==> src/hdl/ntl_pkg.sv <==
// Shared constants, codes and types of the no-three-in-line placer.
// No dependencies.
package ntl_pkg;
  localparam int MAX_GRID   = 64;
  localparam int MAX_CHOSEN = 128;
  localparam int COORD_W    = $clog2(MAX_GRID);
  localparam int ADDR_W     = 2 * COORD_W;
  localparam int MAP_DEPTH  = MAX_GRID * MAX_GRID;
  localparam int LIST_AW    = $clog2(MAX_CHOSEN);
  localparam int CNT_W      = 8;
  localparam int AVAIL_W    = 13;
  localparam int SIDE_W     = 7;
  localparam int PICK_W     = 16;
  localparam int STEP_W     = COORD_W + 2;

  typedef enum logic [1:0] {
    ST_PLACED  = 2'd0,
    ST_REJECT  = 2'd1,
    ST_EMPTY   = 2'd2,
    ST_CLEARED = 2'd3
  } status_t;

  localparam logic [1:0] FN_CLEAR = 2'd0;
  localparam logic [1:0] FN_GIVEN = 2'd1;
  localparam logic [1:0] FN_RANK  = 2'd2;

  localparam logic CFG_GRID = 1'b0;
  localparam logic CFG_DIAG = 1'b1;
endpackage

==> src/hdl/ntl_div.sv <==
// Restoring divider, one quotient bit per cycle; shared by modulo, gcd and step reduction.
// Depends on ntl_pkg.
module ntl_div import ntl_pkg::*; (
  input  logic               clk,
  input  logic               rst,
  input  logic               start,
  input  logic [PICK_W-1:0]  dividend,
  input  logic [AVAIL_W-1:0] divisor,
  output logic               done,
  output logic [PICK_W-1:0]  quo,
  output logic [AVAIL_W-1:0] rem
);
  logic                      busy;
  logic [$clog2(PICK_W)-1:0] cnt;
  logic [AVAIL_W-1:0]        d;
  logic [AVAIL_W:0]          trial;

  assign trial = {rem, quo[PICK_W-1]};

  always_ff @(posedge clk) begin
    if (rst) begin
      busy <= 1'b0;
      done <= 1'b0;
      cnt  <= '0;
    end else begin
      done <= 1'b0;
      if (start) begin
        busy <= 1'b1;
        cnt  <= '0;
        quo  <= dividend;
        rem  <= '0;
        d    <= divisor;
      end else if (busy) begin
        if (trial >= {1'b0, d}) begin
          rem <= AVAIL_W'(trial - {1'b0, d});
          quo <= {quo[PICK_W-2:0], 1'b1};
        end else begin
          rem <= trial[AVAIL_W-1:0];
          quo <= {quo[PICK_W-2:0], 1'b0};
        end
        cnt <= cnt + 1'b1;
        if (cnt == '1) begin
          busy <= 1'b0;
          done <= 1'b1;
        end
      end
    end
  end
endmodule

==> config.mk <==
export PLATFORM = sky130hd
export DESIGN_NAME = ntl_div
export DESIGN_NICKNAME = d
export VERILOG_FILES = /design/src/hdl/ntl_pkg.sv /design/src/hdl/ntl_div.sv
export SDC_FILE = /design/constraint.sdc
export NUM_CORES = 1
export LEC_CHECK = 0
export ABC_AREA = 1
export BUFFER_PORTS_ARGS = -buffer_cell sky130_fd_sc_hd__buf_4
export CAP_MARGIN = 10
export CORE_MARGIN = 2
export CORE_UTILIZATION = 54
export DETAILED_ROUTE_END_ITERATION = 16
export PLACE_DENSITY_LB_ADDON = 0.2
export SLEW_MARGIN = 20
export SYNTH_ARGS = -nofsm -noshare
export SYNTH_HDL_FRONTEND = slang
export SYNTH_SLANG_ARGS = --single-unit
==> constraint.sdc <==
create_clock -name clk -period 3.2 [get_ports clk]
set_clock_uncertainty 0.2 [all_clocks]
set_input_delay 0.16 -clock clk [delete_from_list [all_inputs] [get_ports clk]]
set_output_delay 0.16 -clock clk [all_outputs]
set_load 0.01 [all_outputs]
==> metrics.md <==
| Metric | Value |
|---|---|
| Run status | completed |
| Pleak | approximately 1.9 nW |
| Cells along the critical path | inv_1 -> ha_1 -> inv_1 -> fa_1 -> nand2_2 -> nand2_1 -> nand3_1 -> nand2_1 -> nand2_1 -> nand3_4 -> inv_1 -> o21ai_0 |
| Synth top area share | around 45% |
| Worst slew margin | 61.4% |
| DP Area | 0.00335 mm2 |
| Post-cts resize count | 0 |
| Post CTS Setup Buffer Count | 0 |
| Netlist cell types | 34 |
| Cell Area, Synth | between 0.002 and 0.003 mm2 |
| Total congestion overflow | 0 |
| Logic pwr share | between 20% and 30% |
| Vias per cell | between 4 and 5 |
| Core Region | ~0.005 mm2 |
| Largest net degree at the start of global routing | 30 |
| WP data required | 3.05 ns |
| Layout area overhead | 33.3% |
| Vias in the first global route | 2,567 |
| Total Neg Setup Slack | 0 ns |
| Crit path max-delay cell type | edfxtp_1 |
| Hold-fix buffers, CTS | 31 |
| Placer Congestion | between 0.8 and 0.9 |
| Initial cell density of the core | 55.6% |
| Setup ws final | about 0.67 ns |
| Horiz. Die Dim | between 70 and 80 um |
| Drc violations | 0 |
| Warnings, synthesis | 0 |
| Routed via count | between 2,000 and 3,000 |
| Global-route track usage on met2 | between 40% and 50% |
| Total track usage | between 20 and 25% |
| Minimum clock period | about 2.5 ns |
| EDFF count, synth | 42 |
| #FFs+latches synth | 48 |
| Initial antenna violation count | 0 |
| Die area | just under 0.006 mm2 |
| CP endpoint kind | flip-flop |
| First-pass GRT wire length | between 10 and 15 mm |
| Syn nets | 400 |
| # rows | 26 |
| Filler Cell Count | just under 400 |
| Cts bufs inserted | 5 |
| Worst skew pair latency | roughly 0.30 ns |
| Util after Layout | around 74% |
| Clock sink total | 48 |
| I/O pin count | between 60 and 70 |
| Switching part of the total power | between 30% and 40% |
| Sequential fraction of the synthesis area | roughly half |
| Critical path class | flip-flop to flip-flop |
| Initial DRT Pass Iterations | 5 |
| Hold slack | approximately 0.31 ns |
| RSZ-0062 raised after global routing | false |
| Max_cap viols | 0 |
| Synth top area cells | edfxtp_1, nand2_1, inv_1 |
| Number of H-tree levels | 2 |
| Primary FF master, synth | edfxtp_1 |
| Clock share of power | 25.1% |
| Die Height | 76.3 um |
| Worst VDD drop | about 0.00031 V |
| Net Switching | 517 uW |
| Share of flip-flops with an asynchronous set or reset | 0% |
| CTS tree | built |
| Fin area | roughly 0.0038 mm2 |
| Busiest layer in global routing | met2 |
| Fin. Hold Viols | 0 |
| Int Power | between 1 and 1.5 mW |
| Layout cells sized above 1 | 18.3% |
| Routed wire length | ~6.6 mm |
| Worst-path clk slew | 0.09 ns |
| Min-Delay Path Class | flip-flop to flip-flop |
| Max Slew Vio Count | 0 |
| Seq pwr share | around 46% |
| Post-DR wirelength/cell | 12.8 um |
| Clock Path Buffers | 2 |
| GRT met3 Usage | between 4 and 5% |
| Antenna Violating Nets Remaining | 0 |
| Max incr delay on CP | 0.42 ns |
| Critical Path AT | 2.38 ns |
| Final period util | around four fifths |
| PortBufs | 61 |
| Pre-CTS setup slack | slightly below 0.7 ns |
| Final nets | about 500 |
| Yosys top cell by area | edfxtp_1 |
| CTS root buffer | clkbuf_8 |
| Critical Path Fanout Max | 25 |
| Max frequency | a little under 0.4 GHz |
| Cells after Synth | between 300 and 400 |
| Pwr dens | approximately 450 mW/mm2 |
| Syn Area/Cell | around 8.0 um2 |
| Final setup vio count | 0 |
| Hpwl dp | approximately 4.4 mm |
| Worst-margin pin slew | 0.577 ns |
| Met1 GRT Util | between 20% and 30% |
| DR iter-0 viols | 148 |
| Startpoint Class | flip-flop |
| Antenna cell count | 0 |
## area by class of cell
| type | instances | area, um2 | share of cell area [%] |
|---|---|---|---|
| Tap cell | 70 | 87.6 | 2.33 |
| Sequential cell | 48 | 1380 | 36.7 |
| Clock inverter | 3 | 37.5 | 0.998 |
| Inverter | 60 | 225 | 5.99 |
| Timing Repair Buffer | 95 | 791 | 21.0 |
| Clock buffer | 5 | 68.8 | 1.83 |
| Multi-Input combinational cell | 238 | 1170 | 31.1 |
## power by group through the flow
stage               Sequential, mW  Combinational, mW  Clock (mW)
floorplan                    0.801              0.306           0
global placement             0.791              0.445           0
detailed placement           0.790              0.459           0
CTS                          0.777              0.493       0.439
global route                 0.784              0.562       0.458
finish                       0.777              0.499       0.426
## flip-flops by register name (all words and copies together) (netlist names)
name  count
busy      1
cnt       4
d        13
done      1
quo      16
rem      13
## cell usage after synthesis (2+ instances only)
library cell	instances
nor3_1	4
clkbuf_1	3
dfxtp_1	6
o21ai_2	2
nand2_2	3
nand3_1	15
inv_1	59
buf_2	2
nor2_1	48
o21ai_0	3
a21oi_1	6
nand2_1	122
xnor2_1	3
ha_1	14
o21ai_1	3
edfxtp_1	42
## per-layer routing
metal  routed length [um]  vias up
met5                    0        -
met1                 2670     1168
li1                     -     1290
met4                  116        0
met3                  405       12
met2                 3460       69
## logic make-up after synthesis
| family | after synthesis | share of synthesized area (%) |
|---|---|---|
| simple gates | 201 | 29.4 |
| buf+inv | 67 | 9.67 |
| flops | 48 | 49.0 |
| compound gates | 18 | 3.81 |
| fa+ha+maj | 15 | 6.92 |
| xor+xnor | 4 | 1.24 |
## per-stage QoR
stage | instances | power (mW)
final | 519 | 1.70
after global routing | 519 | 1.80
after CTS | 519 | 1.71
after detailed placement | 480 | 1.25
after global placement | 480 | 1.24
after floorplan | 353 | 1.11
## worst max-delay path: cells and delay by family (launching register included)
| family | cells | cell delay [ns] |
|---|---|---|
| AND/OR/NAND/NOR | 6 | 0.71 |
| adder cells (fa/ha/maj) | 2 | 0.53 |
| flip-flops | 1 | 0.42 |
| buffers and inverters | 3 | 0.34 |
| AO/OA/AOI/OAI | 1 | 0.09 |
## cell usage in the layout (no fill, tap or decap), drive strengths merged
| cell | synthesis | routed |
|---|---|---|
| nand4 | 1 | 1 |
| or2 | 1 | 1 |
| ha | 14 | 14 |
| o21bai | 1 | 1 |
| nand2 | 125 | 125 |
| and3 | 1 | 1 |
| dfxtp | 6 | 6 |
| nor4 | 1 | 1 |
| dlygate4sd3 | 0 | 31 |
| edfxtp | 42 | 42 |
| buf | 4 | 64 |
| xor2 | 1 | 1 |
| fa | 1 | 1 |
| inv | 59 | 59 |
| o22ai | 1 | 1 |
| bufinv | 0 | 1 |
| xnor2 | 3 | 3 |
| clkinv | 1 | 3 |
| a21oi | 7 | 7 |
| nor3 | 4 | 4 |
| clkbuf | 3 | 5 |
| o21ai | 8 | 8 |
| nor3b | 1 | 1 |
| nand3 | 17 | 17 |
| nor2 | 50 | 50 |
| a211oi | 1 | 1 |
## path summary, 6_finish.rpt
kind	startpoint	endpoint	slack [ns]	cells past startpoint
worst max register to register	quo[15]	quo[0]	0.67	12
worst min register to register	cnt[0]	cnt[0]	0.31	2
worst min-delay path	cnt[0]	cnt[0]	0.31	2
worst max-delay path	quo[15]	quo[0]	0.67	12
No activity file was read; power rests on OpenSTA's default activity.
