===== config.mk =====
export PLATFORM = sky130hd
export DESIGN_NAME = ntl_ram
export DESIGN_NICKNAME = d
export VERILOG_FILES = /design/src/hdl/ntl_ram.sv
export SDC_FILE = /design/constraint.sdc
export NUM_CORES = 1
export LEC_CHECK = 0
export BUFFER_PORTS_ARGS = -buffer_cell sky130_fd_sc_hd__clkbuf_2
export CORE_AREA = 2 2 40 42
export CTS_CLUSTER_DIAMETER = 60
export CTS_CLUSTER_SIZE = 8
export DETAILED_ROUTE_END_ITERATION = 12
export DIE_AREA = 0 0 42 44
export MAX_ROUTING_LAYER = met4
export PLACE_DENSITY = 0.76
export SLEW_MARGIN = 10
export SYNTH_ARGS = -nofsm -noshare
export SYNTH_HDL_FRONTEND = slang
export SYNTH_SLANG_ARGS = --single-unit

===== constraint.sdc =====
create_clock -name clk -period 2.7 [get_ports clk]
set_clock_uncertainty 0.15 [all_clocks]
set_input_delay 0.27 -clock clk [delete_from_list [all_inputs] [get_ports clk]]
set_output_delay 0.27 -clock clk [all_outputs]
set_load 0.005 [all_outputs]

===== src/hdl/ntl_ram.sv =====
// Generic simple dual-port RAM, one write and one registered read port.
// No dependencies.
module ntl_ram #(
  parameter int WIDTH = 1,
  parameter int DEPTH = 16
) (
  input  logic                     clk,
  input  logic                     we,
  input  logic [$clog2(DEPTH)-1:0] waddr,
  input  logic [WIDTH-1:0]         wdata,
  input  logic [$clog2(DEPTH)-1:0] raddr,
  output logic [WIDTH-1:0]         rdata
);
  logic [WIDTH-1:0] mem [DEPTH];

  always_ff @(posedge clk) begin
    if (we) begin
      mem[waddr] <= wdata;
    end
    rdata <= mem[raddr];
  end
endmodule


==> run metrics, run 1 <==
status finished, final reports clean; # DRC 0; max cap viols 0; total gr overflow 0; Initial Util 0.526; max frequency ~740 MHz; Min-Delay Path Class input port to register; final setup violation count 0; flop-to-flop setup slack 1.34 ns; clock power share 0.283; Sum Neg Setup Slack 0 ns; Critical Path RT 2.73 ns; num ports 12; proportion of netlist area held by the largest area contributor 0.644; CTS root buf clkbuf_4; DR pass1 iterations 4; clk slew on worst S/H paths about 0.09 ns; Largest delay share family, worst path multiplexers; power density cells 550 nW/um^2; post-place setup slack around 1.2 ns; Hold-fix buffers, CTS 0; first-pass GRT wire length around 1.7 mm; Synth cell types 11; NetSw 0.0960 mW; Die Y 44 um; Num CTS Buffers 3; Final Power 0.466 mW; Post-DP HPWL slightly below 800 um; fin. max-slew vios 0; setup ws final ~1.3 ns; core outline area 1420 sq um; design area 847 sq um; P_leak ~0.31 nW; Ant. Diodes 0; overall routing resource usage 0.133; Crit path top cell by count mux2i_1; clock period minus worst slack 1.36 ns; post-CTS setup buffer count 0; Final Hold Fails 0; CP endpoint kind register; drt initial violations 10; CTS sink cnt 17; P_int 0.370 mW; fraction of registers with async set/reset 0; clk buf depth 2; Cells after Synth 47; worst rel slew slack 0.818; Syn Area/Cell 15.9 sq um; routability cong. 0.664; dominant cell by count in the synthesized netlist edfxtp_1; Mapped Nets 58; via count 451; Post-synth EDFFs 16; Sequential Power Share 0.635; Top FF cell, synth edfxtp_1; Layout Nets 74; synth top area cells edfxtp_1, mux4_1, nor2_1; drt total wl 1.10 mm; crit start category register; slowest cell on the critical path mux4_1; register area share after synthesis 0.671; die area 1850 sq um; Tcrit/Tclk final 0.504; vias in the first global route roughly 430; row cnt 14; RSZ-0062 raised after global routing false; dpl cell area about 800 sq um; Post-synth top cells edfxtp_1, nor2_1, mux4_1, nor3_1, mux2i_1; Die Wd 42 um; Net Sw Frac 0.206; Via-to-Cell Ratio 5.78; Post-DRT Antenna Nets 0; Gate power share 0.082; Clock Latency Late Sink 0.28 ns; CP bufs+invs 0; Synth Cell Area 746 sq um; # resized after CTS 0; share of cells above drive strength 1 0.242; initial antenna violation count 0; Synth area leader edfxtp_1; #FFs+latches synth 17; Worst Path Max Fanout 1; largest net degree at the start of global routing 17; H-tree depth 1; Ys Warns 0; WS Path Type register to register; Cell Chain, Critical Path mux4_1, mux2i_1, mux2i_1; Port Buf Inserts 11; VDD IR max around 0.00032 V; Worst Path Arrival roughly 1.4 ns; Slew @ Worst Pin 0.273 ns; CP max stage delay approximately 0.5 ns; CTS tree done; drt wl/cell 14.1 um; area delta synth->final 13.6%
==> kinds of logic after synthesis <==
| kind of cell | share of synthesized area |
|---|---|
| mux | 0.181 |
| simple gates | 0.148 |
| flops | 0.671 |
==> metal layers <==
metal,up-vias,track usage,routed length (um)
met2,16,0.247,623
met1,217,0.124,401
met4,0,0.0774,6
met3,2,0.0292,68
met5,-,-,0
li1,216,-,-
==> worst reg2reg max path: stages (launching register included) <==
cell and delay [ns]:
edfxtp_1 0.38, mux4_1 0.51, mux2i_1 0.14, mux2i_1 0.08
==> area by class of cell <==
type | count | area, sq um
clock buffers | 4 | 26.3
repair buffers | 11 | 55.1
multi-input cells | 30 | 245
fillers | 125 | 572
well taps | 16 | 20.0
flip-flops and latches | 17 | 500
==> cells in the final DEF, fill, tap and decap left out <==
cell / instances
edfxtp_1: 16
nor2_1: 12
clkbuf_2: 11
nor3_1: 4
mux4_1: 4
mux2i_1: 3
clkbuf_4: 3
nand3b_1: 2
nand2b_1: 2
nand2_1: 1
nand3_1: 1
or3b_2: 1
clkbuf_1: 1
dfxtp_1: 1
==> path summary, 6_finish.rpt <==
| kind | cells past startpoint | end | startpoint |
|---|---|---|---|
| worst max-delay path | 3 | rdata$_DFF_P_ | mem[9]$_DFFE_PP_ |
| worst min register to register | 3 | rdata$_DFF_P_ | mem[0]$_DFFE_PP_ |
| worst min-delay path | 2 | rdata$_DFF_P_ | raddr[2] |
| worst max register to register | 3 | rdata$_DFF_P_ | mem[9]$_DFFE_PP_ |
==> through the flow <==
stage | util | hold slack, ns | instances
after global placement | 0.578 | 0.322 | 74
after floorplan | - | 0.219 | 47
after CTS | 0.597 | 0.0203 | 78
final | 0.597 | 0.0218 | 78
after global routing | 0.597 | 0.0315 | 78
after detailed placement | 0.578 | 0.329 | 74
==> power groups by stage <==
stage          clock network (mW)  logic (mW)  registers [mW]
2_1_floorplan                   0      0.0182           0.302
3_3_place_gp                    0      0.0372           0.302
3_5_place_dp                    0      0.0383           0.302
4_1_cts                     0.133      0.0385           0.296
5_1_grt                     0.140      0.0416           0.296
6_report                    0.132      0.0384           0.296
==> flip-flops by register name, summed over array words and instances (netlist names) <==
| register | cells |
|---|---|
| mem | 16 |
| rdata | 1 |
No activity file was read; power rests on OpenSTA's default activity.
==> run 2: changes to the inputs <==
--- a/config.mk
+++ b/config.mk
@@ -5,14 +5,15 @@
 export SDC_FILE = /design/constraint.sdc
 export NUM_CORES = 1
 export LEC_CHECK = 0
+export ABC_AREA = 1
 export BUFFER_PORTS_ARGS = -buffer_cell sky130_fd_sc_hd__clkbuf_2
-export CORE_AREA = 2 2 40 42
+export CORE_AREA = 2 2 43 45
 export CTS_CLUSTER_DIAMETER = 60
 export CTS_CLUSTER_SIZE = 8
 export DETAILED_ROUTE_END_ITERATION = 12
-export DIE_AREA = 0 0 42 44
+export DIE_AREA = 0 0 45 47
 export MAX_ROUTING_LAYER = met4
-export PLACE_DENSITY = 0.76
+export PLACE_DENSITY = 0.73
 export SLEW_MARGIN = 10
 export SYNTH_ARGS = -nofsm -noshare
 export SYNTH_HDL_FRONTEND = slang
==> constraint.sdc (replaced) <==
create_clock -name clk -period 1.3 [get_ports clk]
set_clock_uncertainty 0.15 [all_clocks]
set_input_delay 0.13 -clock clk [delete_from_list [all_inputs] [get_ports clk]]
set_output_delay 0.13 -clock clk [all_outputs]
set_load 0.005 [all_outputs]
==> run 2 against run 1 <==
Global-route usage up 1.8 points. Critical path type unchanged. Via count up 36%. Core utilization fell by 2.3 points. Flip-flop and latch count unchanged. Cell area grew 12%. Die area up 14%. First-iteration DRC count shrank 10%. Synthesized cell count is 100% higher. Sequential share of layout area is 6.3 points lower. Worst setup slack worse by 1.1 ns. Combinational power grew to 2.7 times the previous value.
==> run metrics, run 2 <==
Die Wd 45 um (+7.1%); P_leak 0.437 nW (+43%); CTS root buf clkbuf_4; fraction of registers with async set/reset 0 (unchanged); clk slew on worst S/H paths 0.09 ns (about the same); vias in the first global route 560 (+32%); clock period minus worst slack 1.03 ns (-0.331 ns); most common cell after layout, fill and taps aside nand2_1; Sequential Power Share 0.627 (-0.008); drt wl/cell 10.2 um (-28%); via count 612 (+36%); share of cells above drive strength 1 0.171 (-0.0708); clk buf depth 2 (unchanged); Clock Latency Late Sink 0.28 ns (about the same); NetSw 0.213 mW (+120%); dpl cell area 912 sq um (+11%); post-CTS setup buffer count 0 (unchanged); core outline area 1650 sq um (+16%); fin. max-slew vios 0 (unchanged); Syn Area/Cell 8.82 sq um (-44%); routability cong. 0.739 (+11%); area delta synth->final 12.0%; Worst Path Max Fanout 1 (unchanged); Post-synth top cells nand2_1, inv_1, edfxtp_1, nand3_1; Net Sw Frac 0.217 (+0.0112); fillcell total 149 (+19%); VDD IR max 0.000638 V (+100%); WS Path Type register to register; largest net degree at the start of global routing 17 (unchanged); Via-to-Cell Ratio 4.78 (-17%); max cap viols 0 (unchanged); Crit. Startpoint mem[15]$_DFFE_PP_; R2R cell count 6 (+3); Synth cell types 11 (unchanged); num ports 12 (unchanged); power density cells 1030 nW/um^2 (+88%); die area 2120 sq um (+14%); initial antenna violation count 0 (unchanged); final setup violation count 0 (unchanged); total gr overflow 0 (unchanged); Hold Path Stages 4 (+2); Mapped Nets 107 (+84%); slowest cell on the critical path edfxtp_1; Top FF cell, synth edfxtp_1; setup ws final 0.271 ns (-1.07 ns); status finished, final reports clean; area of the multi-input gates 249 sq um (+1.5%); Final Hold Fails 0 (unchanged); CP bufs+invs 1 (+1); DR pass1 iterations 4 (unchanged); #FFs+latches synth 17 (unchanged); synth top area cells edfxtp_1, nand2_1, inv_1; Levels on crit path 6 (+3); Biggest register mem; Slew @ Worst Pin 0.248 ns (-0.0246 ns); Port Buf Inserts 11 (unchanged); Worst Path Arrival 1.06 ns (-0.33 ns); CP endpoint kind register; Post-DRT Antenna Nets 0 (unchanged); clock power share 0.267 (-0.016); Die Y 47 um (+6.8%); Crit path top cell by count nand3_1; post-place setup slack 0.193 ns (-0.987 ns); Ys Warns 0 (unchanged); Initial Util 0.513 (-0.0127); most frequent cells in the layout nand2_1, inv_1, edfxtp_1; Critical Path RT 1.33 ns (-1.40 ns); row cnt 15 (+1); Worst Min Path Start raddr[2]; Synth area leader edfxtp_1; Sum Neg Setup Slack 0 ns (unchanged); CTS tree done; drt total wl 1.31 mm (+19%); CTS sink cnt 17 (unchanged); design area 948 sq um (+12%); crit start category register; # DRC 0 (unchanged); Synth Cell Area 847 sq um (+14%); Gate power share 0.106 (+0.024); RSZ-0062 raised after global routing false; Top Registers mem (16), rdata (1); Ant. Diodes 0 (unchanged); Tcrit/Tclk final 0.792 (+0.288); worst rel slew slack 0.835 (+0.0164); Num CTS Buffers 3 (unchanged); Largest delay share family, worst path flip-flops; Cells after Synth 96 (+100%); proportion of netlist area held by the largest area contributor 0.567 (-0.0771); Min-Delay Path Class input port to register; drt initial violations 9 (-1); Largest register FFs 16 (unchanged); Layout Nets 123 (+66%); max frequency 972 MHz (+32%); Cell Chain, Critical Path inv_1, nand2_1, nand3_1, nand3_1, nand3_1, nand2_1; H-tree depth 1 (unchanged); fin util 0.574 (-0.0228); Storage cell area 500 sq um (unchanged); first-pass GRT wire length 2.19 mm (+31%); overall routing resource usage 0.151 (+0.0185); Post-DP HPWL 1.07 mm (+34%); worst reg2reg startpoint mem[15]$_DFFE_PP_; Post-synth EDFFs 16 (unchanged); dominant cell by count in the synthesized netlist nand2_1; register area share after synthesis 0.591 (-0.0803); CP max stage delay 0.37 ns (-0.14 ns); P_int 0.768 mW (+110%)
[run 2: cell types whose count changed after synthesis, sizes merged, moves of 3 or more]
cell	previous run	this run
inv	0	21
mux2i	3	0
mux4	4	0
nand2	1	27
nand3	1	14
nor2	12	8
nor3	4	8
[run 2: path summary, 6_finish.rpt]
check | end | slack [ns]
setup / recovery | rdata$_DFF_P_ | 0.27
hold / removal | rdata$_DFF_P_ | 0.03
setup reg to reg | rdata$_DFF_P_ | 0.27
hold reg to reg | rdata$_DFF_P_ | 0.53
[run 2: routing by layer]
| metal | share of wire | track usage | vias up |
|---|---|---|---|
| met5 | 0 | - | - |
| met3 | 0.034 | 0.0231 | 0 |
| met1 | 0.47 | 0.188 | 262 |
| li1 | - | - | 337 |
| met4 | 0 | 0.0706 | 0 |
| met2 | 0.50 | 0.243 | 13 |
[run 2: power by group through the flow]
stage | combinational (mW) | sequential, mW | clock [mW]
finish | 0.104 | 0.615 | 0.262
global route | 0.119 | 0.616 | 0.289
CTS | 0.105 | 0.615 | 0.269
detailed placement | 0.102 | 0.628 | 0
global placement | 0.100 | 0.627 | 0
floorplan | 0.0634 | 0.627 | 0
[run 2: through the flow]
step	hold WS, ns	instances	power (mW)
5_1_grt	0.0550	128	1.02
6_report	0.0273	128	0.981
3_5_place_dp	0.247	123	0.730
2_1_floorplan	0.0789	96	0.691
4_1_cts	0.0238	128	0.989
3_3_place_gp	0.234	123	0.727
[run 2: cells by family (layout without fill, tap and decap cells)]
kind of cell | count (synthesis) | in the layout | synth area share
DFF | 17 | 17 | 0.591
buffers and inverters | 22 | 37 | 0.115
and+or+nand+nor | 57 | 57 | 0.294
[run 2: what timing repair did]
action                                 4_1_cts  5_1_grt
hold buffers                                 1        0
resized for setup                            0        0
endpoints found under the hold margin        1        0
[run 2: final cells by class]
class,instances,area share
Sequential cell,17,0.528
Multi-Input combinational cell,57,0.263
Inverter,21,0.0910
Timing Repair Buffer,12,0.0686
Clock buffer,4,0.0277
Tap cell,17,0.0224
[run 2: worst reg2reg max path, cell delays in order (launching register included)]
cell,delay (ns)
edfxtp_1,0.37
inv_1,0.06
nand2_1,0.04
nand3_1,0.10
nand3_1,0.09
nand3_1,0.08
nand2_1,0.05
